File: src/rtl/tss_pkg.sv
package tss_pkg;

  // Fixed field widths of the item
  localparam int VALUE_W  = 32;
  localparam int SID_W    = 2;
  localparam int STATUS_W = 2;

  // Operation codes
  localparam logic FUNC_PUSH = 1'b0;
  localparam logic FUNC_POP  = 1'b1;

  typedef enum logic [STATUS_W-1:0] {
    ST_OK    = 2'd0,
    ST_EMPTY = 2'd1,
    ST_FULL  = 2'd2
  } status_t;

  typedef enum logic {
    S_IDLE,
    S_EXEC
  } tss_state_t;

endpackage

File: src/rtl/tss_ram.sv
module tss_ram #(
  parameter int WIDTH = 32,
  parameter int DEPTH = 16
) (
  input  logic                     clk,
  input  logic                     we,
  input  logic [$clog2(DEPTH)-1:0] waddr,
  input  logic [WIDTH-1:0]         wdata,
  input  logic [$clog2(DEPTH)-1:0] raddr,
  output logic [WIDTH-1:0]         rdata
);

  logic [WIDTH-1:0] mem [DEPTH];

  always_ff @(posedge clk) begin
    if (we) begin
      mem[waddr] <= wdata;
    end
    rdata <= mem[raddr];
  end

endmodule

File: src/rtl/tss_core.sv
module tss_core #(
  parameter int POOL_DEPTH = 16,
  parameter int NUM_STACKS = 3
) (
  input  logic                          clk,
  input  logic                          rst,
  input  logic                          in_valid,
  output logic                          in_ready,
  input  logic                          in_func,
  input  logic [tss_pkg::SID_W-1:0]     in_sid,
  input  logic [tss_pkg::VALUE_W-1:0]   in_value,
  input  logic                          out_free,
  output logic                          res_valid,
  output logic [tss_pkg::VALUE_W-1:0]   res_value,
  output tss_pkg::status_t              res_status
);
  import tss_pkg::*;

  localparam int PTR_W = $clog2(POOL_DEPTH + 1);
  localparam int IDX_W = $clog2(POOL_DEPTH);
  localparam int SEL_W = (NUM_STACKS > 1) ? $clog2(NUM_STACKS) : 1;
  localparam logic [PTR_W-1:0] NULL_PTR = PTR_W'(POOL_DEPTH);

  tss_state_t state, state_next;

  logic [PTR_W-1:0]   tops [NUM_STACKS];
  logic [PTR_W-1:0]   free_head;
  logic [PTR_W-1:0]   fresh_count;

  // Latched item
  logic               op_func;
  logic               op_sid_ok;
  logic [SEL_W-1:0]   op_sel;
  logic [VALUE_W-1:0] op_value;
  logic [PTR_W-1:0]   op_top;
  logic [PTR_W-1:0]   rd_ptr;

  logic               accept, commit;
  logic               in_sid_ok;
  logic [SEL_W-1:0]   in_sel;
  logic [PTR_W-1:0]   in_top, in_rd_ptr;
  logic [IDX_W-1:0]   raddr;

  logic               pop_ok, push_ok, use_free, use_fresh, is_pop;
  logic [PTR_W-1:0]   entry;

  logic               val_we, link_we;
  logic [IDX_W-1:0]   val_waddr, link_waddr;
  logic [PTR_W-1:0]   link_wdata, link_rdata;
  logic [VALUE_W-1:0] val_rdata;

  assign accept    = in_valid && in_ready;
  assign in_sid_ok = 32'(in_sid) < NUM_STACKS;
  assign in_sel    = SEL_W'(in_sid);
  assign in_top    = in_sid_ok ? tops[in_sel] : NULL_PTR;
  // pop reads the top entry, push reads the free-list head's link
  assign in_rd_ptr = (in_func == FUNC_POP) ? in_top : free_head;
  assign raddr     = (state == S_IDLE) ? in_rd_ptr[IDX_W-1:0] : rd_ptr[IDX_W-1:0];

  tss_ram #(.WIDTH(VALUE_W), .DEPTH(POOL_DEPTH)) u_val_ram (
    .clk   (clk),
    .we    (val_we),
    .waddr (val_waddr),
    .wdata (op_value),
    .raddr (raddr),
    .rdata (val_rdata)
  );

  tss_ram #(.WIDTH(PTR_W), .DEPTH(POOL_DEPTH)) u_link_ram (
    .clk   (clk),
    .we    (link_we),
    .waddr (link_waddr),
    .wdata (link_wdata),
    .raddr (raddr),
    .rdata (link_rdata)
  );

  // Execute-cycle decisions
  assign is_pop    = (op_func == FUNC_POP);
  assign pop_ok    = op_sid_ok && (op_top != NULL_PTR);
  assign use_free  = (free_head != NULL_PTR);
  assign use_fresh = !use_free && (fresh_count < NULL_PTR);
  assign push_ok   = op_sid_ok && (use_free || use_fresh);
  assign entry     = use_free ? free_head : fresh_count;

  assign val_we     = commit && !is_pop && push_ok;
  assign val_waddr  = entry[IDX_W-1:0];
  assign link_we    = commit && (is_pop ? pop_ok : push_ok);
  assign link_waddr = is_pop ? op_top[IDX_W-1:0] : entry[IDX_W-1:0];
  assign link_wdata = is_pop ? free_head : op_top;

  always_comb begin
    res_value  = '0;
    res_status = ST_OK;
    if (is_pop) begin
      if (pop_ok) begin
        res_value = val_rdata;
      end else begin
        res_status = ST_EMPTY;
      end
    end else if (!push_ok) begin
      res_status = ST_FULL;
    end
  end

  // FSM: next state
  always_comb begin
    state_next = state;
    case (state)
      S_IDLE: begin
        if (accept) state_next = S_EXEC;
      end
      S_EXEC: begin
        if (out_free) state_next = S_IDLE;
      end
      default: state_next = S_IDLE;
    endcase
  end

  // FSM: outputs
  always_comb begin
    in_ready = 1'b0;
    commit   = 1'b0;
    case (state)
      S_IDLE:  in_ready = 1'b1;
      S_EXEC:  commit   = out_free;
      default: ;
    endcase
  end

  assign res_valid = commit;

  always_ff @(posedge clk) begin
    if (rst) begin
      state       <= S_IDLE;
      free_head   <= NULL_PTR;
      fresh_count <= '0;
      for (int i = 0; i < NUM_STACKS; i++) begin
        tops[i] <= NULL_PTR;
      end
    end else begin
      state <= state_next;
      if (commit) begin
        if (is_pop) begin
          if (pop_ok) begin
            tops[op_sel] <= link_rdata;
            free_head    <= op_top;
          end
        end else if (push_ok) begin
          tops[op_sel] <= entry;
          if (use_free) begin
            free_head <= link_rdata;
          end else begin
            fresh_count <= fresh_count + PTR_W'(1);
          end
        end
      end
    end
  end

  always_ff @(posedge clk) begin
    if (accept) begin
      op_func   <= in_func;
      op_sid_ok <= in_sid_ok;
      op_sel    <= in_sel;
      op_value  <= in_value;
      op_top    <= in_top;
      rd_ptr    <= in_rd_ptr;
    end
  end

endmodule

File: src/rtl/three_stacks_shared_pool.sv
// Three LIFO stacks sharing one pool of POOL_DEPTH entries.
// Input channel s_*: one item per operation. s_tuser carries the opcode
// (push or pop) and the stack id, s_tdata the value to push.
// Output channel m_*: exactly one result item per input item, in order.
// m_tdata is the popped value (zero for pushes and failed pops), m_tuser
// the status: ok, pop from empty stack, or push into a full pool.
// Unknown stack ids fail like an empty pop or a full push.
// Timing: an item is taken in the idle state and its result is registered
// when the execute state ends, which it does once the output register
// frees up. The execute state is set by the registered read of the value
// and link RAMs, read in the accept cycle and written back in the execute
// cycle. The block takes no new item until its result is registered.
// The block holds one item at a time; it accepts the next item while the
// previous result still sits in the output register.
// A stall on m_tready holds the execute cycle (and so s_tready low) until
// the output register frees up; nothing is lost or reordered.
// Reset (rst, synchronous) empties all stacks and the free list and drops
// m_tvalid. RAM contents are not cleared: entries are only read after a
// push has written them, so no clearing pass is needed.
module three_stacks_shared_pool #(
  parameter int POOL_DEPTH = 16,
  parameter int NUM_STACKS = 3
) (
  input  logic                          clk,
  input  logic                          rst,
  input  logic                          s_tvalid,
  output logic                          s_tready,
  input  logic [tss_pkg::VALUE_W-1:0]   s_tdata,  // [31:0] push_value
  input  logic [tss_pkg::SID_W:0]       s_tuser,  // [0] func, [2:1] stack_id
  output logic                          m_tvalid,
  input  logic                          m_tready,
  output logic [tss_pkg::VALUE_W-1:0]   m_tdata,  // [31:0] pop_value
  output logic [tss_pkg::STATUS_W-1:0]  m_tuser   // [1:0] status
);
  import tss_pkg::*;

  logic               out_free;
  logic               res_valid;
  logic [VALUE_W-1:0] res_value;
  status_t            res_status;

  // Output register frees when empty or being drained this cycle
  assign out_free = !m_tvalid || m_tready;

  tss_core #(
    .POOL_DEPTH (POOL_DEPTH),
    .NUM_STACKS (NUM_STACKS)
  ) u_core (
    .clk        (clk),
    .rst        (rst),
    .in_valid   (s_tvalid),
    .in_ready   (s_tready),
    .in_func    (s_tuser[0]),
    .in_sid     (s_tuser[SID_W:1]),
    .in_value   (s_tdata),
    .out_free   (out_free),
    .res_valid  (res_valid),
    .res_value  (res_value),
    .res_status (res_status)
  );

  always_ff @(posedge clk) begin
    if (rst) begin
      m_tvalid <= 1'b0;
    end else if (res_valid) begin
      m_tvalid <= 1'b1;
    end else if (m_tready) begin
      m_tvalid <= 1'b0;
    end
  end

  always_ff @(posedge clk) begin
    if (res_valid) begin
      m_tdata <= res_value;
      m_tuser <= res_status;
    end
  end

endmodule

File: config.mk
export PLATFORM = sky130hd
export DESIGN_NAME = three_stacks_shared_pool
export DESIGN_NICKNAME = d
export VERILOG_FILES = /design/src/rtl/tss_pkg.sv /design/src/rtl/tss_ram.sv /design/src/rtl/tss_core.sv /design/src/rtl/three_stacks_shared_pool.sv
export SDC_FILE = /design/constraint.sdc
export NUM_CORES = 1
export LEC_CHECK = 0
export BUFFER_PORTS_ARGS = -buffer_cell sky130_fd_sc_hd__buf_2
export CAP_MARGIN = 20
export CORE_MARGIN = 1.5
export CORE_UTILIZATION = 67
export CTS_BUF_LIST = sky130_fd_sc_hd__clkbuf_16
export DETAILED_ROUTE_END_ITERATION = 10
export GPL_TIMING_DRIVEN = 0
export HOLD_SLACK_MARGIN = 0.1
export PLACE_DENSITY = 0.85
export SYNTH_ARGS = -nofsm -noshare
export SYNTH_HDL_FRONTEND = slang
export SYNTH_SLANG_ARGS = --single-unit
File: constraint.sdc
create_clock -name clk -period 12.4 [get_ports clk]
set_input_delay 2.48 -clock clk [delete_from_list [all_inputs] [get_ports clk]]
set_output_delay 2.48 -clock clk [all_outputs]
set_load 0.1 [all_outputs]
# Word level (Yosys, flattened, before mapping)
# Memories as Yosys holds them, arrays and structs flattened. A register that Yosys moved wholly into a read port is not among the register bits.
# Cells that the tools add are included.
[word_totals] register_bits=91 latchBits=0 ram_bits=607 rom_bits=0 inputBits=39 out_inout_bits=36 elab_cells=85 memories=3
[op_classes] add_sub_neg=1 n_mul=0 div=0 magnitude_cmp=2 eq_ne=3 n_shift=0 n_mux=41 n_bitwise=4 n_reduce_logical=19
[memory_table] memory="u_core.u_val_ram.mem" depth=16 width=32 rd=1 rd_clocked_by_memory_dff=1 wr=1 line="tss_ram.sv:13" text="logic [WIDTH-1:0] mem [DEPTH];"
[memory_table] memory="u_core.u_link_ram.mem" depth=16 width=5 rd=1 rd_clocked_by_memory_dff=1 wr=1 line="tss_ram.sv:13"
[memory_table] memory="u_core.tops" depth=3 width=5 rd=1 rd_clocked_by_memory_dff=0 wr=3 line="tss_core.sv:26" text="logic [PTR_W-1:0] tops [NUM_STACKS];"
[op_table] op="$mux 5" n=9
[op_table] op="$mux 1" n=25
[op_table] op="$mux 4" n=3
[op_table] op="$ne 5x5->1 const B" n=2
[op_table] op="$reduce_and 4->1" n=2
[op_table] op="$logic_and 1x1->1" n=7
[op_table] op="$mux 2" n=3
[op_table] op="$reduce_bool 2->1" n=3
[op_table] op="$add 5x1->5 const B" n=1
[op_table] op="$lt 5x5->1 const B" n=1
[op_table] op="$reduce_or 5->1" n=1
[op_table] op="$logic_not 1->1" n=3
[op_table] op="$not 1->1" n=3
[op_table] op="$logic_or 1x1->1" n=2
[op_table] op="$lt 2x2->1 const B" n=1
[op_table] op="$ne 2x2->1 const B" n=1
[op_table] op="$pmux 1 s2" n=1
[op_table] op="$reduce_and 2->1" n=1
[op_table] op="$or 1x1->1" n=1

# Logic depth before layout (Yosys ltp)
# Gate-level depths: netlist of the first run.
[logic_depth] word_depth=13 ltp_mapped=11

# By module
# Synthesis of the first run repeated with hierarchy kept, for this count alone.
[hier_totals] hier_cells=1294 area_unflattened_um2=27472.6
[modules_own_cells] module="tss_ram (u_core.u_val_ram)" instances=1 cells_each=838 area_per_inst_um2=19854.0
[modules_own_cells] module="tss_core" instances=1 cells_each=263 area_per_inst_um2=3338.2
[modules_own_cells] module="tss_ram (u_core.u_link_ram)" instances=1 cells_each=155 area_per_inst_um2=3213.1
[modules_own_cells] module="three_stacks_shared_pool" instances=1 cells_each=38 area_per_inst_um2=1067.3

# Worst setup path after synthesis of the first run
# No wires, ideal clock.
[synth_timing] path_type="input port to flip-flop" startpoint="input m_tready" endpoint="memory u_core.u_val_ram.mem[4][0] (enable)" t_arrival_ps=5609 t_required_ps=11979 setup_slack_ps=6370 cell_stages=7 path_buffers=1 cell_sequence="nand2b_1 and2_1 clkbuf_1 nand2_1 nor2_1 nand2_1 nor2_1"
[synth_via] elab_chain_cells=6
[synth_rtl] element="start: declaration" line="three_stacks_shared_pool.sv:31" text="input logic m_tready,"
[synth_rtl] element="$logic_or 1x1->1" line="three_stacks_shared_pool.sv:43" text="assign out_free = !m_tvalid || m_tready;"
[synth_rtl] element="$mux 1" line="tss_core.sv:124" text="case (state)"
[synth_rtl] element="named net res_valid" line="three_stacks_shared_pool.sv:38" text="logic res_valid;"
[synth_rtl] element="$logic_and 1x1->1 (2 in series)" line="tss_core.sv:86" text="assign val_we = commit && !is_pop && push_ok;"
[synth_rtl] element="$mux 1" line="tss_ram.sv:16" text="if (we) begin"
[synth_rtl] element="$mux 1 (implied by the code)" line="tss_ram.sv:17" text="mem[waddr] <= wdata;"
[synth_rtl] element="end: declaration" line="tss_ram.sv:13"
# The timed path passes the listed nets, and every way through them passes these cells.

# Worst setup path in the final report of the first run
[layout_timing] startpoint="input s_tuser[2] in the netlist's numbering" endpoint="register u_core.u_val_ram.rdata[25], read port of u_core.u_val_ram.mem"
[layout_via] elab_chain_cells=4
[layout_rtl] element="start: declaration" line="three_stacks_shared_pool.sv:29" text="input logic [tss_pkg::SID_W:0] s_tuser,"
[layout_rtl] element="$mem_v2 3x5 or $lt 2x2->1 (tied branches)"
[layout_rtl] element="$mux 5 *" line="tss_core.sv:55" text="assign in_top = in_sid_ok ? tops[in_sel] : NULL_PTR;"
[layout_rtl] element="$mux 4 *" line="tss_core.sv:57" text="assign in_rd_ptr = (in_func == FUNC_POP) ? in_top : free_head;"
[layout_rtl] element="$mux 4 *" line="tss_core.sv:58" text="assign raddr = (state == S_IDLE) ? in_rd_ptr[IDX_W-1:0] : rd_ptr[IDX_W-1:0];"
[layout_rtl] element="end: declaration" line="tss_ram.sv:10" text="output logic [WIDTH-1:0] rdata"
# Every way passes the cells marked *; elsewhere a longest branch is shown, timed or not.
# A chain may end at the register's enable or synchronous reset.

==> results.py, run 1 <==
metrics = {
    "cts": {
        "cts_root_buf": "clkbuf_16",
        "cts_buffers": 71,
        "clk_pin_slew_worst_paths_ps": 60,
        "cts_setup_buffers": 0,
        "clock_sinks": 735,
        "clock_latency_ps": 620,
        "cts_hold_buf": 0,
        "cts_tree": "yes",
        "cts_htree_levels": 3,
        "clock_path_buffers": 3,
        "cts_resized": 0,
    },
    "critical_path": {
        "cp_max_fo": 10,
        "crit_type": "in2reg",
        "crit_chain": "buf_2 -> mux2i_1 -> o211ai_2 -> nand2_1 -> buf_2 -> clkbuf_1 -> a211o_1 -> a32oi_1 -> o211ai_1",
        "cp_common_cell": "buf_2",
        "cp.arrival_ps": 5700,
        "crit_path_start_kind": "primary input",
        "required_ps": 12860,
        "crit_path_max_incr_delay_ps": 720,
        "cp_slowest_cell": "o211ai_2",
        "critPathTopFamily": "compound AO/OA/AOI/OAI gates",
        "end_kind": "flip-flop",
        "path_buf_inv": 3,
    },
    "final_layout": {
        "areaGrowthSynthToFinish_pct": 13.2,
        "diodes": 0,
        "fin_nets": 2066,
        "drive_gt1_share_pct": 15.9,
        "fillCellCount": 2264,
        "post-route-util_pct": 76.7,
        "regArea_sq_mm": 0.0216,
        "multi_input_area_sq_mm": 0.00685,
    },
    "power": {
        "power_frac_clock_pct": 37.3,
        "ir_worst_vdd_mv": 0.115,
        "switching_share_pct": 25.7,
        "p_sw_w": 0.00144,
        "pwr-share-comb_pct": 11.9,
        "cellLeakagePower_nw": 10.8,
        "p_seq_share_pct": 50.7,
        "power_density_mw_per_mm2": 170,
        "internal_power_w": 0.00417,
    },
    "yosys": {
        "yosysWarningCount": 0,
        "ys_seq_area_share_pct": 74.1,
        "synth_adder_area_share_pct": 0.0430,
        "synth_compound_area_share_pct": 10.6,
        "ys_types": 59,
        "synthSimpleGateAreaFrac_pct": 8.31,
        "synthesis.area_sq_mm": 0.0291,
        "syn_nets": 1901,
        "synth-xor-area-share_pct": 0.0902,
        "synthMuxAreaShare_pct": 3.98,
        "ys_ff_latch": 735,
        "synth_cells": 1861,
        "avgSynthCellArea_sq_um": 15.6,
        "synth_top_family_by_area": "compound AO/OA/AOI/OAI gates",
        "async_flop_share_pct": 0,
        "ys.flop_type": "edfxtp_1",
        "synth_enable_flop_cells": 686,
    },
    "sta": {
        "period_share_pct": 42.3,
        "relSlewSlack_pct": 33.2,
        "finalSetupTns_ps": 0,
        "hold_violations": 0,
        "clock-skew-final_ps": 27.8,
        "drv_slew": 0,
        "rsz0062_at_grt": "no",
        "min_period_ps": 5240,
        "setup_viol": 0,
        "timing.fmax_mhz": 191,
        "worst_slack_ps": 7160,
        "tightest_slew_ps": 999,
    },
    "die": {
        "die_h_microns": 211,
        "ios": 75,
        "initial_utilization_pct": 67.7,
        "num_rows": 76,
        "die-area_sq_mm": 0.0447,
        "die_w_microns": 211,
        "design.core.area_sq_mm": 0.0430,
    },
    "routing": {
        "wl_per_cell_microns": 28.9,
        "viasPerCell": 7.17,
        "drt_wl_total_microns": 76900,
        "detail_route.first_pass.iterations": 6,
        "vias": 19085,
        "drt_iter0_drc": 3305,
        "ant_nets": 0,
        "drc": 0,
    },
    "placement": {
        "hpwl_microns": 48500,
        "portBuffers": 74,
        "gp_congestion": 0.915,
        "dp_slack_ps": 6870,
    },
    "grt": {
        "grt_max_degree": 31,
        "grt_overflow": 0,
        "grt_antenna_before_repair": 0,
        "grt_pass1_vias": 18843,
        "gr-usage-all-layers_pct": 35.0,
        "grt_pass1_wl_microns": 114000,
    },
    "outcome": {
        "outcome": "complete, no violations",
    },
    "flow_run": {
        "maxCapViolations": 0,
    },
    "hold_path": {
        "hp-class": "reg2reg",
    },
}
[metal layers]
metal	share of wire [%]	vias up	global-route usage (%)
met4	7.2	0	22.9
met1	33	9172	44.7
met3	14	385	8.90
met2	46	1732	53.8
met5	0	-	0
li1	-	7796	-
[cells by family after synthesis]
group	count (synthesis)
adders and majority gates	1
and+or+nand+nor	469
AOI/OAI and AO/OA	401
muxes	67
DFF	735
xor gates and xnor gates	3
buffers and inverters	185
[cell usage after synthesis (all sizes together) (42+ instances only)]
cell | number | area (sq um)
dfxtp | 49 | 981
inv | 42 | 158
nor2 | 64 | 248
nor3 | 43 | 215
nand3b | 43 | 323
buf | 50 | 309
clkbuf | 93 | 349
nand3 | 115 | 576
o211ai | 77 | 588
edfxtp | 686 | 20600
nand2 | 102 | 390
o21ai | 79 | 395
[sequential cells by signal, summed over array words and instances, names as in the netlist, 2 cells and up]
register	cells
u_core.rd_ptr	4
u_core.op_value	32
m_tuser	2
u_core.op_top	5
u_core.fresh_count	5
u_core.u_link_ram.rdata	5
u_core.u_link_ram.mem	80
u_core.op_sel	2
m_tdata	32
u_core.u_val_ram.mem	512
u_core.u_val_ram.rdata	32
u_core.free_head	5
u_core.tops	15
[metrics by stage]
step	total power (W)	hold slack [ps]	area, sq um	cells
4_1_cts	0.00559	501	33000	2662
3_5_place_dp	0.00354	487	30700	2538
2_1_floorplan	0.00331	482	29100	1861
3_3_place_gp	0.00350	476	30200	2520
6_report	0.00561	499	33000	2662
5_1_grt	0.00573	512	33000	2662
[power groups by stage]
stage / logic (W) / registers (W) / clock network [W]
finish: 0.000670 / 0.00285 / 0.00209
floorplan: 0.000367 / 0.00294 / 0
detailed placement: 0.000642 / 0.00289 / 0
global placement: 0.000610 / 0.00289 / 0
CTS: 0.000651 / 0.00284 / 0.00209
global route: 0.000696 / 0.00285 / 0.00219
[worst register-to-register path: stages (launching register included)]
cell and delay, ps:
edfxtp_1 320, mux2i_1 130, o211ai_2 720, nand2_1 390, buf_2 340, clkbuf_1 360, a211o_1 420, a32oi_1 500
o211ai_1 180
[path summary, 6_finish.rpt]
path	startpoint	end	slack, ps	depth (start not counted)
min reg2reg	m_tvalid	m_tvalid	500	2
max reg2reg	u_core.tops[2][1]	u_core.u_val_ram.rdata[25]	8900	8
min	m_tvalid	m_tvalid	500	2
max	s_tuser[2]	u_core.u_val_ram.rdata[25]	7160	9
[placed cells by master, fill, tap and decap left out, types with 13 or more instances in the layout]
master / instances
buf_2: 105
nand2_1: 99
inv_1: 55
nor2_4: 16
clkbuf_1: 92
buf_12: 14
nor3_1: 43
and3_1: 38
mux2i_1: 18
o2111ai_1: 36
nor2_1: 45
dfxtp_1: 49
a32oi_1: 36
a311oi_1: 36
o22ai_1: 36
a221oi_1: 26
o21ai_0: 78
o211ai_1: 75
nand3b_1: 43
edfxtp_1: 686
mux4_2: 38
clkinv_2: 13
a211o_1: 36
clkinv_1: 15
nand3_1: 115
and2_1: 37
clkbuf_16: 76
[cell type report]
cell class,instances,area share [%]
tap,585,2.22
inverter,42,0.478
buffer,143,2.00
timing repair buffer,92,2.31
clock inverter,48,0.979
sequential,735,65.5
clock buffer,76,5.77
multi-input combinational,941,20.8
Power figures use the tool's default switching activity.
==> run 2: changes to the inputs <==
- CORE_UTILIZATION: 67 -> 62
- PLACE_DENSITY: 0.85 -> 0.79
- clock period: 12.4 -> 5.2 ns (I/O delays scaled with it)
==> run 2 against run 1 <==
Against the previous run:
- utilization is 5.5 points lower
- clock skew shrank 4.1 ps
- critical path depth did not move
- largest cell class unchanged
- critical endpoint is now u_core.u_val_ram.rdata[21]
- combinational power is 140% higher
- cell area increased by 0.36%
==> results.py, run 2 (synthesis results as in run 1) <==
metrics = {
    "placement": {
        "hpwl_microns": 48000,
        "placed_cells": 2560,
        "portBuffers": 74,
        "gp_congestion": 0.916,
    },
    "critical_path": {
        "cp.arrival_ps": 4270,
        "crit_chain": "buf_2 -> mux2i_1 -> o211ai_2 -> nand2_1 -> buf_2 -> nand2_1 -> buf_2 -> o22ai_1 -> o211ai_1",
        "crit_path_max_incr_delay_ps": 760,
        "crit_type": "in2reg",
        "required_ps": 5690,
        "critPathTopFamily": "compound AO/OA/AOI/OAI gates",
        "end_kind": "flip-flop",
        "path_buf_inv": 3,
        "cp_common_cell": "buf_2",
        "cp_slowest_cell": "o211ai_2",
        "cp_max_fo": 10,
        "crit_path_start_kind": "primary input",
    },
    "cts": {
        "clock_path_buffers": 3,
        "cts_tree": "yes",
        "cts_htree_levels": 3,
        "cts_buffers": 74,
        "clock_latency_ps": 620,
        "cts_hold_buf": 0,
        "clock_sinks": 735,
        "cts_setup_buffers": 0,
        "clk_pin_slew_worst_paths_ps": 60,
        "cts_root_buf": "clkbuf_16",
        "cts_resized": 0,
    },
    "final_layout": {
        "largest_reg_flops": 512,
        "final_cell_mix": "686 x edfxtp_1, 115 x nand3_1, 105 x buf_2, 99 x nand2_1, 92 x clkbuf_1",
        "final_common_cell": "edfxtp_1",
        "diodes": 0,
        "reg.largest.list": "u_core.u_val_ram.mem x512, u_core.u_link_ram.mem x80",
        "drive_gt1_share_pct": 15.9,
        "final_cells": 2690,
        "fin_nets": 2069,
        "areaGrowthSynthToFinish_pct": 13.6,
        "top_register": "u_core.u_val_ram.mem",
    },
    "power": {
        "ir_worst_vdd_mv": 0.306,
        "power_density_mw_per_mm2": 409,
        "cellLeakagePower_nw": 10.8,
    },
    "die": {
        "die_w_microns": 220,
        "design.core.area_sq_mm": 0.0465,
        "die_h_microns": 220,
        "num_rows": 79,
        "ios": 75,
        "die-area_sq_mm": 0.0483,
        "initial_utilization_pct": 62.7,
    },
    "outcome": {
        "outcome": "complete, no violations",
    },
    "routing": {
        "ant_nets": 0,
        "viasPerCell": 6.91,
        "drc": 0,
        "drt_wl_total_microns": 75900,
        "drt_iter0_drc": 2828,
        "detail_route.first_pass.iterations": 6,
        "vias": 18596,
        "wl_per_cell_microns": 28.2,
    },
    "grt": {
        "gr-usage-all-layers_pct": 31.8,
        "grt_pass1_wl_microns": 111000,
        "grt_max_degree": 29,
        "grt_antenna_before_repair": 3,
        "grt_overflow": 0,
        "grt_pass1_vias": 18324,
    },
    "sta": {
        "period_share_pct": 72.7,
        "min_period_ps": 3780,
        "tightest_slew_ps": 962,
        "drv_slew": 0,
        "finalSetupTns_ps": 0,
        "setup_viol": 0,
        "timing.fmax_mhz": 265,
        "hold_violations": 0,
        "rsz0062_at_grt": "no",
        "clock-skew-final_ps": 23.7,
        "relSlewSlack_pct": 35.7,
    },
    "flow_run": {
        "maxCapViolations": 0,
    },
    "hold_path": {
        "hp-class": "reg2reg",
    },
}
-- run 2: cell count changes in the layout (fill, tap and decap cells not counted), sizes merged --
| cell | before | now |
|---|---|---|
| inv | 56 | 57 |
| bufinv | 4 | 7 |
| clkinvlp | 1 | 2 |
| clkinv | 29 | 30 |
-- run 2: cell type report --
type | instances | area (sq um)
plain buffers | 143 | 659
clock buffers | 76 | 1900
clock inverters | 54 | 423
fillers | 2789 | 13400
inverters | 42 | 158
multi-input cells | 941 | 6850
flip-flops and latches | 735 | 21600
well taps | 607 | 759
repair buffers | 92 | 753
-- run 2: stage by stage --
step	total power (W)	hold WS (ps)	utilization, %	setup slack [ps]	cell area (sq um)
after floorplan	0.00788	482	-	610	29100
after global placement	0.00836	478	65.1	-2110	30200
after detailed placement	0.00843	491	66.2	1100	30800
after CTS	0.0135	505	71.2	1730	33100
after global routing	0.0138	518	71.2	1510	33100
final	0.0135	497	71.2	1420	33100
-- run 2: worst paths after layout --
kind / cells after the start / end / slack, ps / startpoint
min: 1 / m_tdata[3] / 500 / u_core.u_val_ram.rdata[3]
max: 9 / u_core.u_val_ram.rdata[21] / 1420 / s_tuser[2]
min reg2reg: 1 / m_tdata[3] / 500 / u_core.u_val_ram.rdata[3]
max reg2reg: 8 / u_core.u_val_ram.rdata[21] / 1710 / u_core.tops[2][1]
-- run 2: where the power goes --
part	internal, W	switching (W)
sequential	0.00666	0.000121
combinational	0.000460	0.00113
clock	0.00299	0.00218
total	0.0101	0.00342
-- run 2: routing by layer --
layer | up-vias | wire, microns | global-route usage [%]
met5 | - | 24 | 0
met1 | 9150 | 27400 | 41.1
met2 | 1345 | 35500 | 50.0
li1 | 7807 | - | -
met3 | 290 | 8850 | 7.80
met4 | 4 | 4220 | 17.5
